File: config.mk
export PLATFORM = sky130hd
export DESIGN_NAME = hsm_transition_sequencer
export DESIGN_NICKNAME = d
export VERILOG_FILES = /design/src/rtl/core/hsm_pkg.sv /design/src/rtl/core/hsm_front.sv /design/src/rtl/core/hsm_cmdq.sv /design/src/rtl/core/hsm_back.sv /design/src/rtl/core/hsm_transition_sequencer.sv
export VERILOG_INCLUDE_DIRS = /design/src /design/src/rtl/core
export SDC_FILE = /design/constraint.sdc
export NUM_CORES = 1
export LEC_CHECK = 0
export BUFFER_PORTS_ARGS = -buffer_cell sky130_fd_sc_hd__buf_2
export CORE_MARGIN = 4
export CORE_UTILIZATION = 60
export CTS_CLUSTER_DIAMETER = 50
export DETAILED_ROUTE_END_ITERATION = 7
export GPL_TIMING_DRIVEN = 0
export PLACE_DENSITY = 0.77
export SYNTH_ARGS = -nofsm -noshare
export SYNTH_HDL_FRONTEND = slang
export SYNTH_HIERARCHICAL = 1
export SYNTH_SLANG_ARGS = --single-unit
File: constraint.sdc
create_clock -name i_clk -period 4.28 [get_ports i_clk]
set_input_delay 0.642 -clock i_clk [delete_from_list [all_inputs] [get_ports i_clk]]
set_output_delay 0.642 -clock i_clk [all_outputs]
set_load 0.01 [all_outputs]
File: src/rtl/core/hsm_transition_sequencer_defines.svh
// ============================================================================
// hsm_transition_sequencer_defines
// Assertion macros shared by the transition sequencer RTL.
// ============================================================================
`ifndef HSM_TRANSITION_SEQUENCER_DEFINES_SVH
`define HSM_TRANSITION_SEQUENCER_DEFINES_SVH

// Same-cycle implication, disabled while reset is asserted.
`define HSM_ASSERT_IMPLIES(label, clk, rst_n, ante, cons) \
    label: assert property (@(posedge clk) disable iff (!rst_n) (ante) |-> (cons)) \
        else $error("hsm_transition_sequencer: assertion failed");

// Next-cycle implication, disabled while reset is asserted.
`define HSM_ASSERT_NEXT(label, clk, rst_n, ante, cons) \
    label: assert property (@(posedge clk) disable iff (!rst_n) (ante) |=> (cons)) \
        else $error("hsm_transition_sequencer: assertion failed");

`endif

File: src/rtl/core/hsm_pkg.sv
// ============================================================================
// hsm_pkg
// Types and constants of the hierarchical state machine transition sequencer.
// ============================================================================
package hsm_pkg;

    localparam int NumStatesDefault = 16;
    localparam int MaxDepthDefault  = 10;

    localparam int ReqW    = 2;
    localparam int TargetW = 4;
    localparam int ParentW = 5;
    localparam int IndexW  = 5;
    localparam int CountW  = 5;

    localparam logic [CountW-1:0] StateCountReset = CountW'(16);

    localparam logic [ReqW-1:0] REQ_LOAD  = 2'd0;
    localparam logic [ReqW-1:0] REQ_INIT  = 2'd1;
    localparam logic [ReqW-1:0] REQ_TRANS = 2'd2;

    typedef enum logic [1:0] {
        KIND_EXIT  = 2'd0,
        KIND_ENTER = 2'd1,
        KIND_OK    = 2'd2,
        KIND_ERROR = 2'd3
    } t_kind;

    typedef enum logic [1:0] {
        OP_LOAD  = 2'd0,
        OP_INIT  = 2'd1,
        OP_TRANS = 2'd2,
        OP_ERROR = 2'd3
    } t_op;

    typedef struct packed {
        logic [ReqW-1:0]    req_type;
        logic [TargetW-1:0] target_state;
        logic [ParentW-1:0] parent_state;
    } t_request;

    typedef struct packed {
        t_kind             result_kind;
        logic [IndexW-1:0] state_index;
        logic              last;
    } t_result;

    typedef struct packed {
        t_op                op;
        logic [TargetW-1:0] target;
        logic [ParentW-1:0] parent;
    } t_cmd;

    typedef struct packed {
        logic full;
        logic empty;
    } t_q_stat;

    typedef enum logic [3:0] {
        B_IDLE,
        B_OLD_STEP,
        B_OLD_WAIT,
        B_NEW_STEP,
        B_NEW_WAIT,
        B_MATCH,
        B_EXIT,
        B_ENTER,
        B_OK
    } t_back_state;

endpackage

File: src/rtl/core/hsm_front.sv
// ============================================================================
// hsm_front
// Holds the state count register, checks each request word and classifies it
// into a command for the command queue.
// ============================================================================
module hsm_front #(
    parameter int NUM_STATES = hsm_pkg::NumStatesDefault
) (
    input  logic                              i_clk,
    input  logic                              i_rst_n,
    input  logic                              i_cfg_we,
    input  logic [hsm_pkg::CountW-1:0]        i_cfg_data,
    input  logic                              i_start,
    input  hsm_pkg::t_request                 i_req,
    input  hsm_pkg::t_q_stat                  i_q_stat,
    output logic                              o_push,
    output hsm_pkg::t_cmd                     o_cmd
);
    import hsm_pkg::*;

    localparam int IW   = $clog2(NUM_STATES + 1);
    localparam int CMPW = (IW > ParentW) ? IW : ParentW;
    localparam logic [CMPW-1:0] TopCode = CMPW'(NUM_STATES);

    logic [CountW-1:0] r_state_count;
    logic [CMPW-1:0]   count_x;
    logic [CMPW-1:0]   active_count;
    logic [CMPW-1:0]   target_x;
    logic [CMPW-1:0]   parent_x;
    logic              target_ok;
    logic              parent_ok;

    always_ff @(posedge i_clk) begin
        if (!i_rst_n) begin
            r_state_count <= StateCountReset;
        end else if (i_cfg_we) begin
            r_state_count <= i_cfg_data;
        end
    end

    always_comb begin
        count_x      = CMPW'(r_state_count);
        active_count = (count_x < TopCode) ? count_x : TopCode;
        target_x     = CMPW'(i_req.target_state);
        parent_x     = CMPW'(i_req.parent_state);
        target_ok    = target_x < active_count;
        parent_ok    = (parent_x == TopCode) || (parent_x < active_count);
    end

    always_comb begin
        o_push        = i_start && !i_q_stat.full;
        o_cmd.target  = i_req.target_state;
        o_cmd.parent  = i_req.parent_state;
        case (i_req.req_type)
            REQ_LOAD: begin
                o_cmd.op = (target_ok && parent_ok) ? OP_LOAD : OP_ERROR;
            end
            REQ_INIT: begin
                o_cmd.op = target_ok ? OP_INIT : OP_ERROR;
            end
            REQ_TRANS: begin
                o_cmd.op = target_ok ? OP_TRANS : OP_ERROR;
            end
            default: begin
                o_cmd.op = OP_ERROR;
            end
        endcase
    end

endmodule

File: src/rtl/core/hsm_cmdq.sv
// ============================================================================
// hsm_cmdq
// Two-entry command queue between the request front and the sequencer back.
// ============================================================================
module hsm_cmdq (
    input  logic             i_clk,
    input  logic             i_rst_n,
    input  logic             i_push,
    input  hsm_pkg::t_cmd    i_cmd,
    input  logic             i_pop,
    output hsm_pkg::t_cmd    o_head,
    output hsm_pkg::t_q_stat o_stat
);
    import hsm_pkg::*;

    localparam int Depth = 2;
    localparam int PW    = $clog2(Depth);

    t_cmd          r_q [Depth];
    logic [PW-1:0] r_wptr;
    logic [PW-1:0] r_rptr;
    logic [PW:0]   r_count;
    logic          do_push;
    logic          do_pop;

    always_comb begin
        o_stat.full  = r_count == (PW+1)'(Depth);
        o_stat.empty = r_count == '0;
        do_push      = i_push && !o_stat.full;
        do_pop       = i_pop && !o_stat.empty;
        o_head       = r_q[r_rptr];
    end

    always_ff @(posedge i_clk) begin
        if (!i_rst_n) begin
            r_wptr  <= '0;
            r_rptr  <= '0;
            r_count <= '0;
        end else begin
            if (do_push) begin
                r_wptr <= r_wptr + 1'b1;
            end
            if (do_pop) begin
                r_rptr <= r_rptr + 1'b1;
            end
            if (do_push && !do_pop) begin
                r_count <= r_count + 1'b1;
            end else if (do_pop && !do_push) begin
                r_count <= r_count - 1'b1;
            end
        end
    end

    always_ff @(posedge i_clk) begin
        if (do_push) begin
            r_q[r_wptr] <= i_cmd;
        end
    end

endmodule

File: src/rtl/core/hsm_back.sv
// ============================================================================
// hsm_back
// Executes queued commands: keeps the parent table and the current state,
// walks both ancestor chains, strips the shared top and emits the words.
// ============================================================================
module hsm_back #(
    parameter int NUM_STATES = hsm_pkg::NumStatesDefault,
    parameter int MAX_DEPTH  = hsm_pkg::MaxDepthDefault
) (
    input  logic             i_clk,
    input  logic             i_rst_n,
    input  hsm_pkg::t_q_stat i_q_stat,
    input  hsm_pkg::t_cmd    i_head,
    output logic             o_pop,
    output logic             o_valid,
    output hsm_pkg::t_result o_result
);
    import hsm_pkg::*;

    localparam int SW  = $clog2(NUM_STATES);
    localparam int IW  = $clog2(NUM_STATES + 1);
    localparam int CW  = $clog2(MAX_DEPTH);
    localparam int PD  = MAX_DEPTH - 1;
    localparam int PIW = (PD > 1) ? $clog2(PD) : 1;
    localparam logic [IW-1:0]     TopCode   = IW'(NUM_STATES);
    localparam logic [IndexW-1:0] StatusIdx = IndexW'(NUM_STATES);

    t_back_state r_state;
    t_back_state n_state;

    logic [IW-1:0] r_mem [NUM_STATES];
    logic          r_pvld [NUM_STATES];
    logic [IW-1:0] r_rd_data;
    logic          r_rd_vld;

    logic [SW-1:0] r_old [PD];
    logic [SW-1:0] r_new [PD];
    logic [IW-1:0] r_s;
    logic [CW-1:0] r_n;
    logic [CW-1:0] r_no;
    logic [CW-1:0] r_nn;
    logic [CW-1:0] r_i;
    logic [SW-1:0] r_tgt;
    logic [SW-1:0] r_cur;
    logic          r_cur_vld;
    logic          r_valid;
    t_result       r_result;
    logic          n_valid;
    t_result       n_result;

    logic [SW-1:0]  hd_tgt;
    logic [IW-1:0]  hd_par;
    logic           at_top;
    logic           path_full;
    logic [IW-1:0]  fetched;
    logic [CW-1:0]  no_m1;
    logic [CW-1:0]  nn_m1;
    logic [PIW-1:0] old_addr;
    logic [SW-1:0]  old_rd;
    logic [SW-1:0]  new_rd;
    logic           match;

    always_comb begin
        o_pop     = (r_state == B_IDLE) && !i_q_stat.empty;
        hd_tgt    = SW'(i_head.target);
        hd_par    = IW'(i_head.parent);
        at_top    = r_s == TopCode;
        path_full = r_n == CW'(PD);
        fetched   = r_rd_vld ? r_rd_data : TopCode;
        no_m1     = r_no - 1'b1;
        nn_m1     = r_nn - 1'b1;
        old_addr  = (r_state == B_MATCH) ? no_m1[PIW-1:0] : r_i[PIW-1:0];
        old_rd    = r_old[old_addr];
        new_rd    = r_new[nn_m1[PIW-1:0]];
        match     = (r_no != '0) && (r_nn != '0) && (old_rd == new_rd);
    end

    always_comb begin
        n_state = r_state;
        case (r_state)
            B_IDLE: begin
                if (o_pop && i_head.op == OP_TRANS && r_cur_vld) begin
                    n_state = B_OLD_STEP;
                end
            end
            B_OLD_STEP: begin
                if (at_top) begin
                    n_state = B_NEW_STEP;
                end else if (path_full) begin
                    n_state = B_IDLE;
                end else begin
                    n_state = B_OLD_WAIT;
                end
            end
            B_OLD_WAIT: begin
                n_state = B_OLD_STEP;
            end
            B_NEW_STEP: begin
                if (at_top) begin
                    n_state = B_MATCH;
                end else if (path_full) begin
                    n_state = B_IDLE;
                end else begin
                    n_state = B_NEW_WAIT;
                end
            end
            B_NEW_WAIT: begin
                n_state = B_NEW_STEP;
            end
            B_MATCH: begin
                if (match) begin
                    n_state = B_MATCH;
                end else if (r_no != '0) begin
                    n_state = B_EXIT;
                end else if (r_nn != '0) begin
                    n_state = B_ENTER;
                end else begin
                    n_state = B_OK;
                end
            end
            B_EXIT: begin
                if (r_i == no_m1) begin
                    n_state = (r_nn != '0) ? B_ENTER : B_OK;
                end
            end
            B_ENTER: begin
                if (r_nn == CW'(1)) begin
                    n_state = B_OK;
                end
            end
            B_OK: begin
                n_state = B_IDLE;
            end
            default: begin
                n_state = B_IDLE;
            end
        endcase
    end

    always_comb begin
        n_valid  = 1'b0;
        n_result = '{result_kind: KIND_OK, state_index: StatusIdx, last: 1'b1};
        case (r_state)
            B_IDLE: begin
                if (o_pop) begin
                    n_valid = 1'b1;
                    case (i_head.op)
                        OP_LOAD: begin
                            n_result.result_kind = KIND_OK;
                        end
                        OP_INIT: begin
                            n_result.result_kind = KIND_ENTER;
                            n_result.state_index = IndexW'(hd_tgt);
                        end
                        OP_TRANS: begin
                            n_valid              = !r_cur_vld;
                            n_result.result_kind = KIND_ERROR;
                        end
                        default: begin
                            n_result.result_kind = KIND_ERROR;
                        end
                    endcase
                end
            end
            B_OLD_STEP, B_NEW_STEP: begin
                n_valid              = !at_top && path_full;
                n_result.result_kind = KIND_ERROR;
            end
            B_EXIT: begin
                n_valid  = 1'b1;
                n_result = '{result_kind: KIND_EXIT, state_index: IndexW'(old_rd),
                             last: 1'b0};
            end
            B_ENTER: begin
                n_valid  = 1'b1;
                n_result = '{result_kind: KIND_ENTER, state_index: IndexW'(new_rd),
                             last: 1'b0};
            end
            B_OK: begin
                n_valid = 1'b1;
            end
            default: begin
                n_valid = 1'b0;
            end
        endcase
    end

    always_ff @(posedge i_clk) begin
        if (!i_rst_n) begin
            r_state   <= B_IDLE;
            r_valid   <= 1'b0;
            r_cur_vld <= 1'b0;
            r_cur     <= '0;
            for (int k = 0; k < NUM_STATES; k++) begin
                r_pvld[k] <= 1'b0;
            end
        end else begin
            r_state <= n_state;
            r_valid <= n_valid;
            if (o_pop && i_head.op == OP_INIT) begin
                r_cur_vld <= 1'b1;
                r_cur     <= hd_tgt;
            end else if (r_state == B_OK) begin
                r_cur <= r_tgt;
            end
            if (o_pop && i_head.op == OP_LOAD) begin
                r_pvld[hd_tgt] <= 1'b1;
            end
        end
    end

    always_ff @(posedge i_clk) begin
        if (o_pop && i_head.op == OP_LOAD) begin
            r_mem[hd_tgt] <= hd_par;
        end
        r_rd_data <= r_mem[r_s[SW-1:0]];
        r_rd_vld  <= r_pvld[r_s[SW-1:0]];
    end

    always_ff @(posedge i_clk) begin
        r_result <= n_result;
        case (r_state)
            B_IDLE: begin
                r_tgt <= hd_tgt;
                r_s   <= IW'(r_cur);
                r_n   <= '0;
            end
            B_OLD_STEP: begin
                if (at_top) begin
                    r_no <= r_n;
                    r_s  <= IW'(r_tgt);
                    r_n  <= '0;
                end else if (!path_full) begin
                    r_old[r_n[PIW-1:0]] <= r_s[SW-1:0];
                    r_n                 <= r_n + 1'b1;
                end
            end
            B_NEW_STEP: begin
                if (at_top) begin
                    r_nn <= r_n;
                end else if (!path_full) begin
                    r_new[r_n[PIW-1:0]] <= r_s[SW-1:0];
                    r_n                 <= r_n + 1'b1;
                end
            end
            B_OLD_WAIT, B_NEW_WAIT: begin
                r_s <= fetched;
            end
            B_MATCH: begin
                r_i <= '0;
                if (match) begin
                    r_no <= no_m1;
                    r_nn <= nn_m1;
                end
            end
            B_EXIT: begin
                r_i <= r_i + 1'b1;
            end
            B_ENTER: begin
                r_nn <= nn_m1;
            end
            default: begin
                r_i <= r_i;
            end
        endcase
    end

    assign o_valid  = r_valid;
    assign o_result = r_result;

endmodule

File: src/rtl/core/hsm_transition_sequencer.sv
// ============================================================================
// hsm_transition_sequencer
// Transition sequencer for a hierarchical state machine with a parent table.
// ============================================================================
// A request word is taken when start is high and busy is low; up to two
// requests wait in a command queue, and busy is high while it is full. Each
// result word is shown on o_result for one cycle with o_valid high and must
// be taken then, since the receiver cannot stall. A load, an init, or a
// request rejected at the front or before any init gives its single word in
// the cycle after it leaves the queue. A transition walks the old and new
// ancestor chains, strips their shared part and then gives the exits and
// enters; each chain entry takes a step state and a wait state because the
// parent table is read through one registered memory port. The words of one
// transition come in consecutive cycles, and the last word has last set.
// ============================================================================
`include "hsm_transition_sequencer_defines.svh"

module hsm_transition_sequencer #(
    parameter int NUM_STATES = hsm_pkg::NumStatesDefault,
    parameter int MAX_DEPTH  = hsm_pkg::MaxDepthDefault
) (
    input  logic                       i_clk,
    input  logic                       i_rst_n,
    input  logic                       i_cfg_we,
    input  logic [hsm_pkg::CountW-1:0] i_cfg_data,
    input  logic                       start,
    output logic                       busy,
    input  hsm_pkg::t_request          i_req,
    output logic                       o_valid,
    output hsm_pkg::t_result           o_result
);
    import hsm_pkg::*;

    localparam logic [IndexW-1:0] StatusIdx = IndexW'(NUM_STATES);

    t_q_stat q_stat;
    t_cmd    push_cmd;
    t_cmd    head_cmd;
    logic    push;
    logic    pop;

    hsm_front #(
        .NUM_STATES(NUM_STATES)
    ) u_front (
        .i_clk     (i_clk),
        .i_rst_n   (i_rst_n),
        .i_cfg_we  (i_cfg_we),
        .i_cfg_data(i_cfg_data),
        .i_start   (start),
        .i_req     (i_req),
        .i_q_stat  (q_stat),
        .o_push    (push),
        .o_cmd     (push_cmd)
    );

    hsm_cmdq u_cmdq (
        .i_clk  (i_clk),
        .i_rst_n(i_rst_n),
        .i_push (push),
        .i_cmd  (push_cmd),
        .i_pop  (pop),
        .o_head (head_cmd),
        .o_stat (q_stat)
    );

    hsm_back #(
        .NUM_STATES(NUM_STATES),
        .MAX_DEPTH (MAX_DEPTH)
    ) u_back (
        .i_clk   (i_clk),
        .i_rst_n (i_rst_n),
        .i_q_stat(q_stat),
        .i_head  (head_cmd),
        .o_pop   (pop),
        .o_valid (o_valid),
        .o_result(o_result)
    );

    assign busy = q_stat.full;

    `HSM_ASSERT_NEXT(a_burst_continues, i_clk, i_rst_n, o_valid && !o_result.last, o_valid)
    `HSM_ASSERT_IMPLIES(a_status_word, i_clk, i_rst_n, o_valid && (o_result.result_kind == KIND_OK || o_result.result_kind == KIND_ERROR), o_result.last && o_result.state_index == StatusIdx)
    `HSM_ASSERT_NEXT(a_accept_queued, i_clk, i_rst_n, start && !busy, !q_stat.empty)

endmodule

==> impl_metrics.py <==
metrics = {
    "hold_path": {
        "worstHoldPathCells": 3,
        "hp-start": "i_cfg_data[4]",
        "hold_class": "in -> reg",
        "holdPathEnd": "u_front/count_x[4]",
    },
    "die": {
        "num_io_pins": 30,
        "initial_core_util_pct": 61.9,
        "die_w_um": 142,
        "coreArea_um2": 17400,
        "fp-row-count": 48,
        "fp.dieArea_um2": 20200,
        "die_h_um": 142,
    },
    "cts": {
        "clk_path_buf_depth": 3,
        "cts.sinks": 249,
        "cts_resized": 0,
        "postCtsHoldBufs": 0,
        "clk_latency_ns": 0.53,
        "cts_tree": "done",
        "cts_made_buffers": 26,
        "cts_setup_buffers": 0,
        "clk_pin_slew_ns": 0.06,
        "root_buffer": "clkbuf_16",
        "htree_levels": 1,
    },
    "setup_path": {
        "cp_data_required_time_ns": 4.43,
        "r2r_slack_ns": 0.40,
        "reg2reg_depth": 11,
        "worst_setup_path_start_kind": "flip-flop",
        "crit_path_max_fanout": 5,
        "setup.worst_path.class": "reg -> reg",
        "r2r-end": "u_back/r_nn[2]",
        "critPathCaptureType": "flip-flop",
        "reg2reg_from": "u_back/r_no[0]",
        "critPathArrivalTime_ns": 4.03,
    },
    "yosys": {
        "synth_nets": 792,
        "yosysUniqueCellTypes": 69,
        "synth_edf_count": 199,
        "synth_area_per_cell_um2": 14.3,
        "syn_inst": 755,
        "seq_area_frac_synth_pct": 64.8,
        "yosys_register_bits": 249,
        "syn-cell-area_um2": 10800,
        "synthArstFlopShare_pct": 0,
        "synth-main-ff-cell": "edfxtp_1",
        "ys.warnings.count": 6,
    },
    "drt": {
        "vias": 6563,
        "drtIter0Drc": 506,
        "wl_um": 22400,
        "dr.pass1.iters": 7,
        "drc_errors": 0,
        "ant_nets": 0,
        "wire_per_inst_um": 21.2,
        "via_per_inst": 6.22,
    },
    "cells_and_area": {
        "syn2layout_area_growth_pct": 11.7,
        "final_nets": 847,
        "area.sequential_um2": 6980,
        "fin_util_pct": 69.1,
        "most-common-layout-cells": "edfxtp_1 (199), nor2_1 (79), nand2_1 (65), dfxtp_1 (50), mux4_2 (36)",
        "mostFrequentLayoutCell": "edfxtp_1",
        "fillers": 1151,
        "diodes": 0,
        "drive_gt1_share_pct": 18.1,
        "multi_input_area_um2": 3500,
    },
    "power_and_ir_drop": {
        "power_frac_seq_pct": 49.8,
        "p_clk_share_pct": 35.0,
        "intPower_uw": 4640,
        "switching_share_pct": 25.5,
        "p_comb_share_pct": 15.1,
        "power_leakage_uw": 0.00414,
        "power.density_nw_per_um2": 517,
        "total_power_uw": 6220,
        "switching_power_uw": 1580,
        "ir_drop_uv": 521,
    },
    "sta": {
        "finalSetupViolations": 0,
        "relSlewSlack_pct": 16.5,
        "rsz0062_at_grt": "no",
        "worstMarginPinSlew_ns": 1.24,
        "fmax_mhz": 258,
        "min_period_over_period_pct": 90.6,
        "tns_ns": 0,
        "layout_min_cycle_time_ns": 3.88,
        "worst_clock_skew_ns": 0.0218,
        "drv_slew": 0,
        "hold_violations": 0,
    },
    "grt": {
        "gr-total-overflow": 0,
        "gr-usage-all-layers_pct": 22.8,
        "grt_pass1_wl_um": 35900,
        "grt_max_degree": 20,
        "antenna_found_initial": 0,
        "first_global_vias": 6678,
    },
    "place": {
        "place_hpwl_um": 15300,
        "port_buffers": 28,
        "place_congestion": 0.951,
    },
    "flow_run": {
        "cap_violations": 0,
    },
    "run_status": {
        "status": "completed",
    },
}
[Yosys cell counts (17+ instances only)]
master,count,area [um2]
mux4_2,36,811
nand2_1,65,244
clkbuf_1,17,63.8
nor2_1,79,297
and2_1,22,138
dfxtp_1,50,1000
edfxtp_1,199,5980
o21ai_0,20,100
ha_1,17,213
inv_1,21,78.8
mux2i_1,17,170
[cells by family after synthesis]
family,count (synthesis),synth area share [%]
flip-flops,249,64.8
AND/OR/NAND/NOR,235,10.5
AO/OA/AOI/OAI,96,6.32
multiplexers,74,11.9
buffers and inverters,63,2.74
XOR/XNOR,21,1.78
adder cells (fa/ha/maj),17,1.97
[area by class of cell]
cell class	count	share of cell area [%]
repair buffers	28	1.16
clock buffers	37	6.35
clock inverters	11	0.676
flip-flops and latches	249	58.0
inverters	22	0.686
multi-input cells	443	29.1
plain buffers	40	1.74
well taps	225	2.34
[how the worst max path moves through the flow]
stage	cells past startpoint	slack, ns	start	to
finish	11	0.40	u_back/r_no[0]	u_back/r_nn[2]
global route	11	0.12	u_back/r_no[0]	u_back/r_nn[2]
CTS	13	0.21	u_back/r_nn[0]	u_back/r_nn[2]
detailed placement	13	0.22	u_back/r_nn[0]	u_back/r_no[3]
global placement	13	0.38	u_back/r_nn[0]	u_back/r_nn[0]
floorplan	13	0.95	u_back/r_nn[0]	u_back/r_no[0]
[routing by layer]
metal | vias up | GRT usage (%) | share of wire, %
met4 | 0 | 8.38 | 3.6
met1 | 3241 | 29.6 | 39
met2 | 291 | 38.9 | 51
met5 | - | 0 | 0
li1 | 2966 | - | -
met3 | 65 | 3.70 | 7.0
[through the flow]
step / hold WS [ns] / area (um2) / instances / setup WS, ns
floorplan: 0.432 / 10800 / 755 / 0.948
global placement: 0.444 / 11200 / 1008 / 0.384
detailed placement: 0.458 / 11200 / 1008 / 0.224
CTS: 0.316 / 12000 / 1056 / 0.213
global route: 0.351 / 12000 / 1055 / 0.117
finish: 0.331 / 12000 / 1055 / 0.404
[critical path: stages, from the launching register on]
cell and delay [ns]:
edfxtp_1 0.47, inv_1 0.17, ha_1 0.27, xnor2_1 0.39
nand2_1 0.22, o32ai_1 0.38, a32oi_1 0.32, nand3_1 0.18
a31oi_1 0.14, nor4_4 0.42, nand2_1 0.14, a21boi_1 0.41
[state kept, by name, indices dropped and copies added, names as in the netlist, 2 cells and up, named ones only]
register          cells
u_cmdq/r_count        2
u_front/count_x       5
u_back/r_cur          4
u_back/o_result       8
u_back/r_old         36
u_back/r_pvld        16
u_back/r_i            4
u_back/r_state        4
u_back/r_rd_data      5
u_back/r_new         36
u_cmdq/r_q           22
u_back/r_s            5
u_back/r_tgt          4
u_back/r_mem         80
u_back/r_nn           4
u_back/r_n            4
u_back/r_no           4
[power by group through the flow]
stage	sequential, uW	combinational, uW	clock [uW]
after global routing	3120	1030	2340
after floorplan	3090	666	0
final	3100	940	2180
after CTS	3100	946	2210
after global placement	3130	900	0
after detailed placement	3140	937	0
Power figures use the tool's default switching activity.
